--- src/rtl/core/hsv_to_rgb_converter_macros.svh ---
// ---------------------------------------------------------------------------
// hsv_to_rgb_converter assertion macros
// concurrent property wrappers used by the hsvrgb_div stage
// ---------------------------------------------------------------------------
`ifndef HSV_TO_RGB_CONVERTER_MACROS_SVH
`define HSV_TO_RGB_CONVERTER_MACROS_SVH

// same-cycle implication
`define HSVRGB_ASSERT_IMP(label, clk, rst, ante, cons, msg) \
  label: assert property (@(posedge clk) disable iff (rst) (ante) |-> (cons)) \
    else $error(msg);

// next-cycle implication
`define HSVRGB_ASSERT_NXT(label, clk, rst, ante, cons, msg) \
  label: assert property (@(posedge clk) disable iff (rst) (ante) |=> (cons)) \
    else $error(msg);

`endif

--- src/rtl/core/hsvrgb_pkg.sv ---
// ---------------------------------------------------------------------------
// hsvrgb_pkg
// shared widths, defaults and hue sector codes of the HSV to RGB converter
// ---------------------------------------------------------------------------
package hsvrgb_pkg;

  localparam int HSVRGB_HUE_BITS     = 16;
  localparam int HSVRGB_CHANNEL_BITS = 8;
  localparam int SECTOR_BITS         = 3;

  // sixths of the hue circle
  typedef enum logic [SECTOR_BITS-1:0] {
    SEC_RED_YELLOW    = 3'd0,
    SEC_YELLOW_GREEN  = 3'd1,
    SEC_GREEN_CYAN    = 3'd2,
    SEC_CYAN_BLUE     = 3'd3,
    SEC_BLUE_MAGENTA  = 3'd4,
    SEC_MAGENTA_RED   = 3'd5
  } sector_t;

endpackage

--- src/rtl/core/hsvrgb_sector.sv ---
// ---------------------------------------------------------------------------
// hsvrgb_sector
// stage 1: splits six times the hue into sector and fractional position
// ---------------------------------------------------------------------------
module hsvrgb_sector
  import hsvrgb_pkg::*;
#(
  parameter int HUE_BITS     = HSVRGB_HUE_BITS,
  parameter int CHANNEL_BITS = HSVRGB_CHANNEL_BITS
) (
  input  logic                    clk,
  input  logic                    rst,
  input  logic                    up_valid,
  output logic                    up_ready,
  input  logic [HUE_BITS-1:0]     hue,
  input  logic [CHANNEL_BITS-1:0] saturation,
  input  logic [CHANNEL_BITS-1:0] brightness,
  output logic                    dn_valid,
  input  logic                    dn_ready,
  output sector_t                 sector,
  output logic [HUE_BITS-1:0]     frac,
  output logic [CHANNEL_BITS-1:0] sat,
  output logic [CHANNEL_BITS-1:0] val
);

  logic [HUE_BITS+2:0] six_hue;

  // 6h as 4h + 2h
  assign six_hue  = {1'b0, hue, 2'b00} + {2'b00, hue, 1'b0};
  assign up_ready = !dn_valid || dn_ready;

  always_ff @(posedge clk) begin
    if (rst) begin
      dn_valid <= 1'b0;
    end else if (up_ready) begin
      dn_valid <= up_valid;
    end
  end

  always_ff @(posedge clk) begin
    if (up_ready) begin
      sector <= sector_t'(six_hue[HUE_BITS+2:HUE_BITS]);
      frac   <= six_hue[HUE_BITS-1:0];
      sat    <= saturation;
      val    <= brightness;
    end
  end

endmodule

--- src/rtl/core/hsvrgb_product.sv ---
// ---------------------------------------------------------------------------
// hsvrgb_product
// stages 2 and 3: saturation by fraction products and v * (M - s), then scaling by value
// ---------------------------------------------------------------------------
module hsvrgb_product
  import hsvrgb_pkg::*;
#(
  parameter int HUE_BITS     = HSVRGB_HUE_BITS,
  parameter int CHANNEL_BITS = HSVRGB_CHANNEL_BITS
) (
  input  logic                      clk,
  input  logic                      rst,
  input  logic                      up_valid,
  output logic                      up_ready,
  input  sector_t                   up_sector,
  input  logic [HUE_BITS-1:0]       frac,
  input  logic [CHANNEL_BITS-1:0]   sat,
  input  logic [CHANNEL_BITS-1:0]   up_val,
  output logic                      dn_valid,
  input  logic                      dn_ready,
  output sector_t                   dn_sector,
  output logic [CHANNEL_BITS-1:0]   dn_val,
  output logic [2*CHANNEL_BITS-1:0] p_prod,
  output logic [2*CHANNEL_BITS-1:0] q_prod,
  output logic [2*CHANNEL_BITS-1:0] t_prod
);

  localparam int C  = CHANNEL_BITS;
  localparam int H  = HUE_BITS;
  localparam int CH = C + H;

  localparam logic [C-1:0]  CH_MAX = {C{1'b1}};
  localparam logic [H:0]    HUE_ONE = {1'b1, {H{1'b0}}};
  localparam logic [CH-1:0] MH = {{C{1'b1}}, {H{1'b0}}};

  // stage 2 registers
  logic                 valid2;
  logic                 ready2;
  sector_t              sector2;
  logic [C-1:0]         val2;
  logic [CH-1:0]        sf;
  logic [CH-1:0]        sfc;
  logic [2*C-1:0]       pp2;

  logic [H:0]           frac_c;
  logic [CH:0]          sfc_full;
  logic [2*C+H-1:0]     xq;
  logic [2*C+H-1:0]     xt;

  assign frac_c   = HUE_ONE - {1'b0, frac};
  assign sfc_full = {{(H+1){1'b0}}, sat} * {{C{1'b0}}, frac_c};

  assign up_ready = !valid2 || ready2;
  assign ready2   = !dn_valid || dn_ready;

  always_ff @(posedge clk) begin
    if (rst) begin
      valid2   <= 1'b0;
      dn_valid <= 1'b0;
    end else begin
      if (up_ready) begin
        valid2 <= up_valid;
      end
      if (ready2) begin
        dn_valid <= valid2;
      end
    end
  end

  always_ff @(posedge clk) begin
    if (up_ready) begin
      sector2 <= up_sector;
      val2    <= up_val;
      sf      <= {{H{1'b0}}, sat} * {{C{1'b0}}, frac};
      sfc     <= sfc_full[CH-1:0];   // never above M * 2^H
      pp2     <= {{C{1'b0}}, up_val} * {{C{1'b0}}, CH_MAX - sat};
    end
  end

  // v * (M*2^H - s*f), floored by 2^H ahead of the divide by M
  assign xq = {{(C+H){1'b0}}, val2} * {{C{1'b0}}, MH - sf};
  assign xt = {{(C+H){1'b0}}, val2} * {{C{1'b0}}, MH - sfc};

  always_ff @(posedge clk) begin
    if (ready2) begin
      dn_sector <= sector2;
      dn_val    <= val2;
      p_prod    <= pp2;
      q_prod    <= xq[2*C+H-1:H];
      t_prod    <= xt[2*C+H-1:H];
    end
  end

endmodule

--- src/rtl/core/hsvrgb_div.sv ---
// ---------------------------------------------------------------------------
// hsvrgb_div
// stage 4: divides the three products by the channel maximum 2^C - 1
// ---------------------------------------------------------------------------
module hsvrgb_div
  import hsvrgb_pkg::*;
#(
  parameter int CHANNEL_BITS = HSVRGB_CHANNEL_BITS
) (
  input  logic                      clk,
  input  logic                      rst,
  input  logic                      up_valid,
  output logic                      up_ready,
  input  sector_t                   up_sector,
  input  logic [CHANNEL_BITS-1:0]   up_val,
  input  logic [2*CHANNEL_BITS-1:0] p_prod,
  input  logic [2*CHANNEL_BITS-1:0] q_prod,
  input  logic [2*CHANNEL_BITS-1:0] t_prod,
  output logic                      dn_valid,
  input  logic                      dn_ready,
  output sector_t                   dn_sector,
  output logic [CHANNEL_BITS-1:0]   dn_val,
  output logic [CHANNEL_BITS-1:0]   p,
  output logic [CHANNEL_BITS-1:0]   q,
  output logic [CHANNEL_BITS-1:0]   t
);

`include "hsv_to_rgb_converter_macros.svh"

  localparam int C = CHANNEL_BITS;
  localparam logic [C:0] M1 = {1'b0, {C{1'b1}}};
  localparam logic [C:0] M2 = {{C{1'b1}}, 1'b0};

  // y = hi*2^C + lo = hi*M + (hi + lo), remainder below 2M + 2
  function automatic logic [C-1:0] div_max(input logic [2*C-1:0] y);
    logic [C:0] hi;
    logic [C:0] rem;
    logic [C:0] quo;
    hi  = {1'b0, y[2*C-1:C]};
    rem = {1'b0, y[C-1:0]} + hi;
    quo = hi + {{C{1'b0}}, (rem >= M1)} + {{C{1'b0}}, (rem >= M2)};
    return quo[C-1:0];
  endfunction

  assign up_ready = !dn_valid || dn_ready;

  always_ff @(posedge clk) begin
    if (rst) begin
      dn_valid <= 1'b0;
    end else if (up_ready) begin
      dn_valid <= up_valid;
    end
  end

  always_ff @(posedge clk) begin
    if (up_ready) begin
      dn_sector <= up_sector;
      dn_val    <= up_val;
      p         <= div_max(p_prod);
      q         <= div_max(q_prod);
      t         <= div_max(t_prod);
    end
  end

  `HSVRGB_ASSERT_IMP(a_bounded_by_value, clk, rst, dn_valid, (p <= dn_val) && (q <= dn_val) && (t <= dn_val), "stage 4 term exceeds value")
  `HSVRGB_ASSERT_IMP(a_p_is_minimum, clk, rst, dn_valid, (p <= q) && (p <= t), "p above q or t")
  `HSVRGB_ASSERT_NXT(a_hold_on_stall, clk, rst, dn_valid && !dn_ready, dn_valid && $stable(p) && $stable(q) && $stable(t), "stage 4 lost data under stall")

endmodule

--- src/rtl/core/hsvrgb_route.sv ---
// ---------------------------------------------------------------------------
// hsvrgb_route
// stage 5: steers v, p, q and t onto red, green and blue by sector
// ---------------------------------------------------------------------------
module hsvrgb_route
  import hsvrgb_pkg::*;
#(
  parameter int CHANNEL_BITS = HSVRGB_CHANNEL_BITS
) (
  input  logic                    clk,
  input  logic                    rst,
  input  logic                    up_valid,
  output logic                    up_ready,
  input  sector_t                 sector,
  input  logic [CHANNEL_BITS-1:0] val,
  input  logic [CHANNEL_BITS-1:0] p,
  input  logic [CHANNEL_BITS-1:0] q,
  input  logic [CHANNEL_BITS-1:0] t,
  output logic                    dn_valid,
  input  logic                    dn_ready,
  output logic [CHANNEL_BITS-1:0] red,
  output logic [CHANNEL_BITS-1:0] green,
  output logic [CHANNEL_BITS-1:0] blue
);

  logic [CHANNEL_BITS-1:0] red_next;
  logic [CHANNEL_BITS-1:0] green_next;
  logic [CHANNEL_BITS-1:0] blue_next;

  always_comb begin
    case (sector)
      SEC_RED_YELLOW: begin
        red_next = val; green_next = t;   blue_next = p;
      end
      SEC_YELLOW_GREEN: begin
        red_next = q;   green_next = val; blue_next = p;
      end
      SEC_GREEN_CYAN: begin
        red_next = p;   green_next = val; blue_next = t;
      end
      SEC_CYAN_BLUE: begin
        red_next = p;   green_next = q;   blue_next = val;
      end
      SEC_BLUE_MAGENTA: begin
        red_next = t;   green_next = p;   blue_next = val;
      end
      default: begin
        red_next = val; green_next = p;   blue_next = q;
      end
    endcase
  end

  assign up_ready = !dn_valid || dn_ready;

  always_ff @(posedge clk) begin
    if (rst) begin
      dn_valid <= 1'b0;
    end else if (up_ready) begin
      dn_valid <= up_valid;
    end
  end

  always_ff @(posedge clk) begin
    if (up_ready) begin
      red   <= red_next;
      green <= green_next;
      blue  <= blue_next;
    end
  end

endmodule

--- src/rtl/core/hsv_to_rgb_converter.sv ---
// ---------------------------------------------------------------------------
// hsv_to_rgb_converter: HSV pixel to RGB pixel, five register stages
// throughput: one pixel per cycle; each stage advances when the next is free
// reset: rst clears all stage valid bits, data registers are not reset
// ---------------------------------------------------------------------------
module hsv_to_rgb_converter
  import hsvrgb_pkg::*;
#(
  parameter int HUE_BITS     = HSVRGB_HUE_BITS,
  parameter int CHANNEL_BITS = HSVRGB_CHANNEL_BITS
) (
  input  logic                    clk,
  input  logic                    rst,
  input  logic                    hsv_valid,
  output logic                    hsv_ready,
  input  logic [HUE_BITS-1:0]     hue,
  input  logic [CHANNEL_BITS-1:0] saturation,
  input  logic [CHANNEL_BITS-1:0] brightness,
  output logic                    rgb_valid,
  input  logic                    rgb_ready,
  output logic [CHANNEL_BITS-1:0] red,
  output logic [CHANNEL_BITS-1:0] green,
  output logic [CHANNEL_BITS-1:0] blue
);

  localparam int C = CHANNEL_BITS;

  logic                s1_valid, s1_ready;
  sector_t             s1_sector;
  logic [HUE_BITS-1:0] s1_frac;
  logic [C-1:0]        s1_sat, s1_val;

  logic                s3_valid, s3_ready;
  sector_t             s3_sector;
  logic [C-1:0]        s3_val;
  logic [2*C-1:0]      s3_p, s3_q, s3_t;

  logic                s4_valid, s4_ready;
  sector_t             s4_sector;
  logic [C-1:0]        s4_val, s4_p, s4_q, s4_t;

  hsvrgb_sector #(
    .HUE_BITS     (HUE_BITS),
    .CHANNEL_BITS (CHANNEL_BITS)
  ) u_sector (
    .clk        (clk),
    .rst        (rst),
    .up_valid   (hsv_valid),
    .up_ready   (hsv_ready),
    .hue        (hue),
    .saturation (saturation),
    .brightness (brightness),
    .dn_valid   (s1_valid),
    .dn_ready   (s1_ready),
    .sector     (s1_sector),
    .frac       (s1_frac),
    .sat        (s1_sat),
    .val        (s1_val)
  );

  hsvrgb_product #(
    .HUE_BITS     (HUE_BITS),
    .CHANNEL_BITS (CHANNEL_BITS)
  ) u_product (
    .clk       (clk),
    .rst       (rst),
    .up_valid  (s1_valid),
    .up_ready  (s1_ready),
    .up_sector (s1_sector),
    .frac      (s1_frac),
    .sat       (s1_sat),
    .up_val    (s1_val),
    .dn_valid  (s3_valid),
    .dn_ready  (s3_ready),
    .dn_sector (s3_sector),
    .dn_val    (s3_val),
    .p_prod    (s3_p),
    .q_prod    (s3_q),
    .t_prod    (s3_t)
  );

  hsvrgb_div #(
    .CHANNEL_BITS (CHANNEL_BITS)
  ) u_div (
    .clk       (clk),
    .rst       (rst),
    .up_valid  (s3_valid),
    .up_ready  (s3_ready),
    .up_sector (s3_sector),
    .up_val    (s3_val),
    .p_prod    (s3_p),
    .q_prod    (s3_q),
    .t_prod    (s3_t),
    .dn_valid  (s4_valid),
    .dn_ready  (s4_ready),
    .dn_sector (s4_sector),
    .dn_val    (s4_val),
    .p         (s4_p),
    .q         (s4_q),
    .t         (s4_t)
  );

  hsvrgb_route #(
    .CHANNEL_BITS (CHANNEL_BITS)
  ) u_route (
    .clk      (clk),
    .rst      (rst),
    .up_valid (s4_valid),
    .up_ready (s4_ready),
    .sector   (s4_sector),
    .val      (s4_val),
    .p        (s4_p),
    .q        (s4_q),
    .t        (s4_t),
    .dn_valid (rgb_valid),
    .dn_ready (rgb_ready),
    .red      (red),
    .green    (green),
    .blue     (blue)
  );

endmodule

--- config.mk ---
export PLATFORM = sky130hd
export DESIGN_NAME = hsv_to_rgb_converter
export DESIGN_NICKNAME = d
export VERILOG_FILES = /design/src/rtl/core/hsvrgb_pkg.sv /design/src/rtl/core/hsvrgb_sector.sv /design/src/rtl/core/hsvrgb_product.sv /design/src/rtl/core/hsvrgb_div.sv /design/src/rtl/core/hsvrgb_route.sv /design/src/rtl/core/hsv_to_rgb_converter.sv
export VERILOG_INCLUDE_DIRS = /design/src /design/src/rtl/core
export SDC_FILE = /design/constraint.sdc
export NUM_CORES = 2
export LEC_CHECK = 0
export BUFFER_PORTS_ARGS = -buffer_cell sky130_fd_sc_hd__buf_2
export CAP_MARGIN = 5
export CORE_ASPECT_RATIO = 0.5
export CORE_MARGIN = 2
export CORE_UTILIZATION = 50
export CTS_BUF_LIST = sky130_fd_sc_hd__clkbuf_16
export CTS_CLUSTER_SIZE = 20
export DETAILED_ROUTE_END_ITERATION = 8
export PLACE_DENSITY_LB_ADDON = 0.15
export SYNTH_ARGS = -nofsm -noshare
export SYNTH_HDL_FRONTEND = slang
export SYNTH_SLANG_ARGS = --single-unit
--- constraint.sdc ---
create_clock -name clk -period 9.1 [get_ports clk]
set_clock_uncertainty 0.1 [all_clocks]
set_input_delay 2.275 -clock clk [delete_from_list [all_inputs] [get_ports clk]]
set_output_delay 2.275 -clock clk [all_outputs]
set_load 0.1 [all_outputs]
==> results.yml <==
yosys:
  synth_enable_flop_cells: 224
  synth_ff_type: "edfxtp_1"
  post-synth-top-count-cell: "inv_1"
  synth.avg_cell_area_sq_um: 10.2
  yosys_warnings: 0
  synth_area_leader_cell: "fa_1"
  synthesis.nets: 3765
  synthTopCellsByCount: "inv_1, fa_1, and2_1"
  ys_ff_latch: 229
  netlist_top_cells_area: "fa_1, edfxtp_1, ha_1, and2_1, inv_1"
  synth_top_area_share_pct: 29.7
  async_reset_ff_share_pct: 0
  synth_area_sq_um: 30600
  syn_inst: 3011
  ys_types: 67
  yosysSeqAreaShare_pct: 22.3
global_route:
  grt_pass1_wl_um: 111000
  grt_util_met1_pct: 33.3
  antenna_found_initial: 2
  grtUsageMet2_pct: 33.6
  grt_max_degree: 73
  grt-busiest-layer: "met2"
  first_global_vias: 21200
  grt_usage_pct: 22.1
  met3_usage_pct: 4.04
  grt_overflow: 0
timing:
  tns_ps: 0
  fin_crit_sh_pct: 74.9
  fmax_ghz: 0.147
  rsz0062_at_grt: "no"
  slew_headroom_pct: 33.4
  drv_slew: 0
  worst_pin_slew_ps: 999
  setup_violations: 0
  hold_violations: 0
  final.min_clock_period_ps: 6820
  whs_ps: 317
clock_tree:
  cts.path.max_buffers: 3
  cts_root_buffer: "clkbuf_16"
  insertion_delay_ps: 560
  cts_hold_buf: 0
  cts_buffers: 24
  post_cts_buffers: 0
  htreeDepth: 1
  clk_pin_slew_ps: 70
  cts.sink_count: 229
  tritoncts: "built"
  cts_resized: 0
setup_path:
  arrival_ps: 7020
  cp-start-kind: "flop"
  startpoint: "u_sector.frac[5]"
  end_kind: "flop"
  path_class: "reg -> reg"
  cp_max_fo: 12
  reg2reg_from: "u_sector.frac[5]"
  cp.required_ps: 9300
route:
  vias: 20100
  drt-wirelength-per-cell_um: 17.2
  drt_wl_total_um: 66500
  drtAntennaViolNets: 0
  detail_route.first_pass.iterations: 7
  drc: 0
  vias_per_cell: 5.20
  drtIter0Drc: 1099
place:
  post_dp_cell_area_sq_um: 31800
  dp_cells: 3823
  port_buffers: 61
  dp_hpwl_um: 50500
  routabilityCongestion: 0.857
worst_hold_path:
  worstHoldStart: "u_product.dn_val[3]"
  worst_hold_path_type: "reg -> reg"
finish:
  drive_gt1_share_pct: 5.65
  syn_to_final_growth_pct: 6.61
  final_cells: 3867
  num_antenna_cells: 0
  fin_area_sq_um: 32700
  final_nets: 3778
run_status:
  status: "complete, no violations"
die:
  rows: 64
  ioPinCount: 62
  die_h_um: 179
  placeableCoreArea_sq_um: 60900
  dieWidth_um: 354
  initial_utilization_pct: 50.4
  die-area_sq_um: 63400
job:
  cap_violations: 0
-- cell usage in the layout (no fill, tap or decap), types with 64 or more instances in the layout --
cell type  Yosys  layout
nand2_1      190     189
fa_1         454     454
nor2_1        77      77
and2_1       442     442
ha_1         264     264
xnor2_1      113     113
nor2b_1       80      80
edfxtp_1     224     224
a21oi_1       98      98
xor2_1        64      64
inv_1        500     500
-- sequential cells by signal (all words and copies together), names as in the netlist, 15 cells and up --
name / cells
u_product.sfc: 23
u_product.sf: 22
u_product.p_prod: 16
u_product.pp2: 16
u_product.q_prod: 16
u_product.t_prod: 16
u_sector.frac: 15
-- per-stage QoR --
stage | utilization (%) | worst slack (ps)
final | 53.7 | 2280
after global routing | 53.7 | 1770
after CTS | 53.7 | 2270
after detailed placement | 52.3 | 2280
after global placement | 52.3 | 2330
after floorplan | - | 2470
-- cells by family (layout without fill, tap and decap cells) --
family          Yosys count  in the layout  share of synthesized area (%)
simple gates            961            961                           17.5
buf+inv                 597            628                           7.32
compound gates          289            289                           6.04
mux                      40             40                           1.40
xor+xnor                177            177                           5.06
flops                   229            229                           22.3
fa+ha+maj               718            718                           40.4
-- layout make-up --
| cell class | instances | area, sq um |
|---|---|---|
| Fill cell | 5458 | 28200 |
| Multi-Input combinational cell | 2185 | 21600 |
| Sequential cell | 229 | 6830 |
| Inverter | 500 | 1880 |
| Tap cell | 825 | 1030 |
| Clock buffer | 25 | 626 |
| Timing Repair Buffer | 84 | 478 |
| Clock inverter | 19 | 244 |
-- worst paths after layout --
check                            to  slack (ps)  cells after the start
setup reg to reg  u_product.sfc[21]        2280                     19
setup / recovery  u_product.sfc[21]        2280                     19
hold reg to reg     u_div.dn_val[3]         320                      0
hold / removal      u_div.dn_val[3]         320                      0
-- metal layers --
metal | wire (um) | up-vias
met5 | 0 | -
met2 | 27800 | 377
met3 | 3620 | 55
met1 | 34300 | 10100
met4 | 793 | 0
li1 | - | 9590
-- worst max-delay path: stages (launching register included) --
cell	delay [ps]
edfxtp_1	600
or4_4	620
nor3_1	430
nand2_1	120
xor2_1	580
and2_1	250
fa_1	430
fa_1	530
fa_1	490
inv_1	50
fa_1	470
inv_1	40
ha_1	200
or3_1	390
a311oi_2	250
nor3_1	110
or3_1	410
a31o_1	250
a21oi_2	140
xnor2_1	80
Power is not shown: default switching activity piles up to over one toggle a cycle in this logic, so the estimate is an artifact.
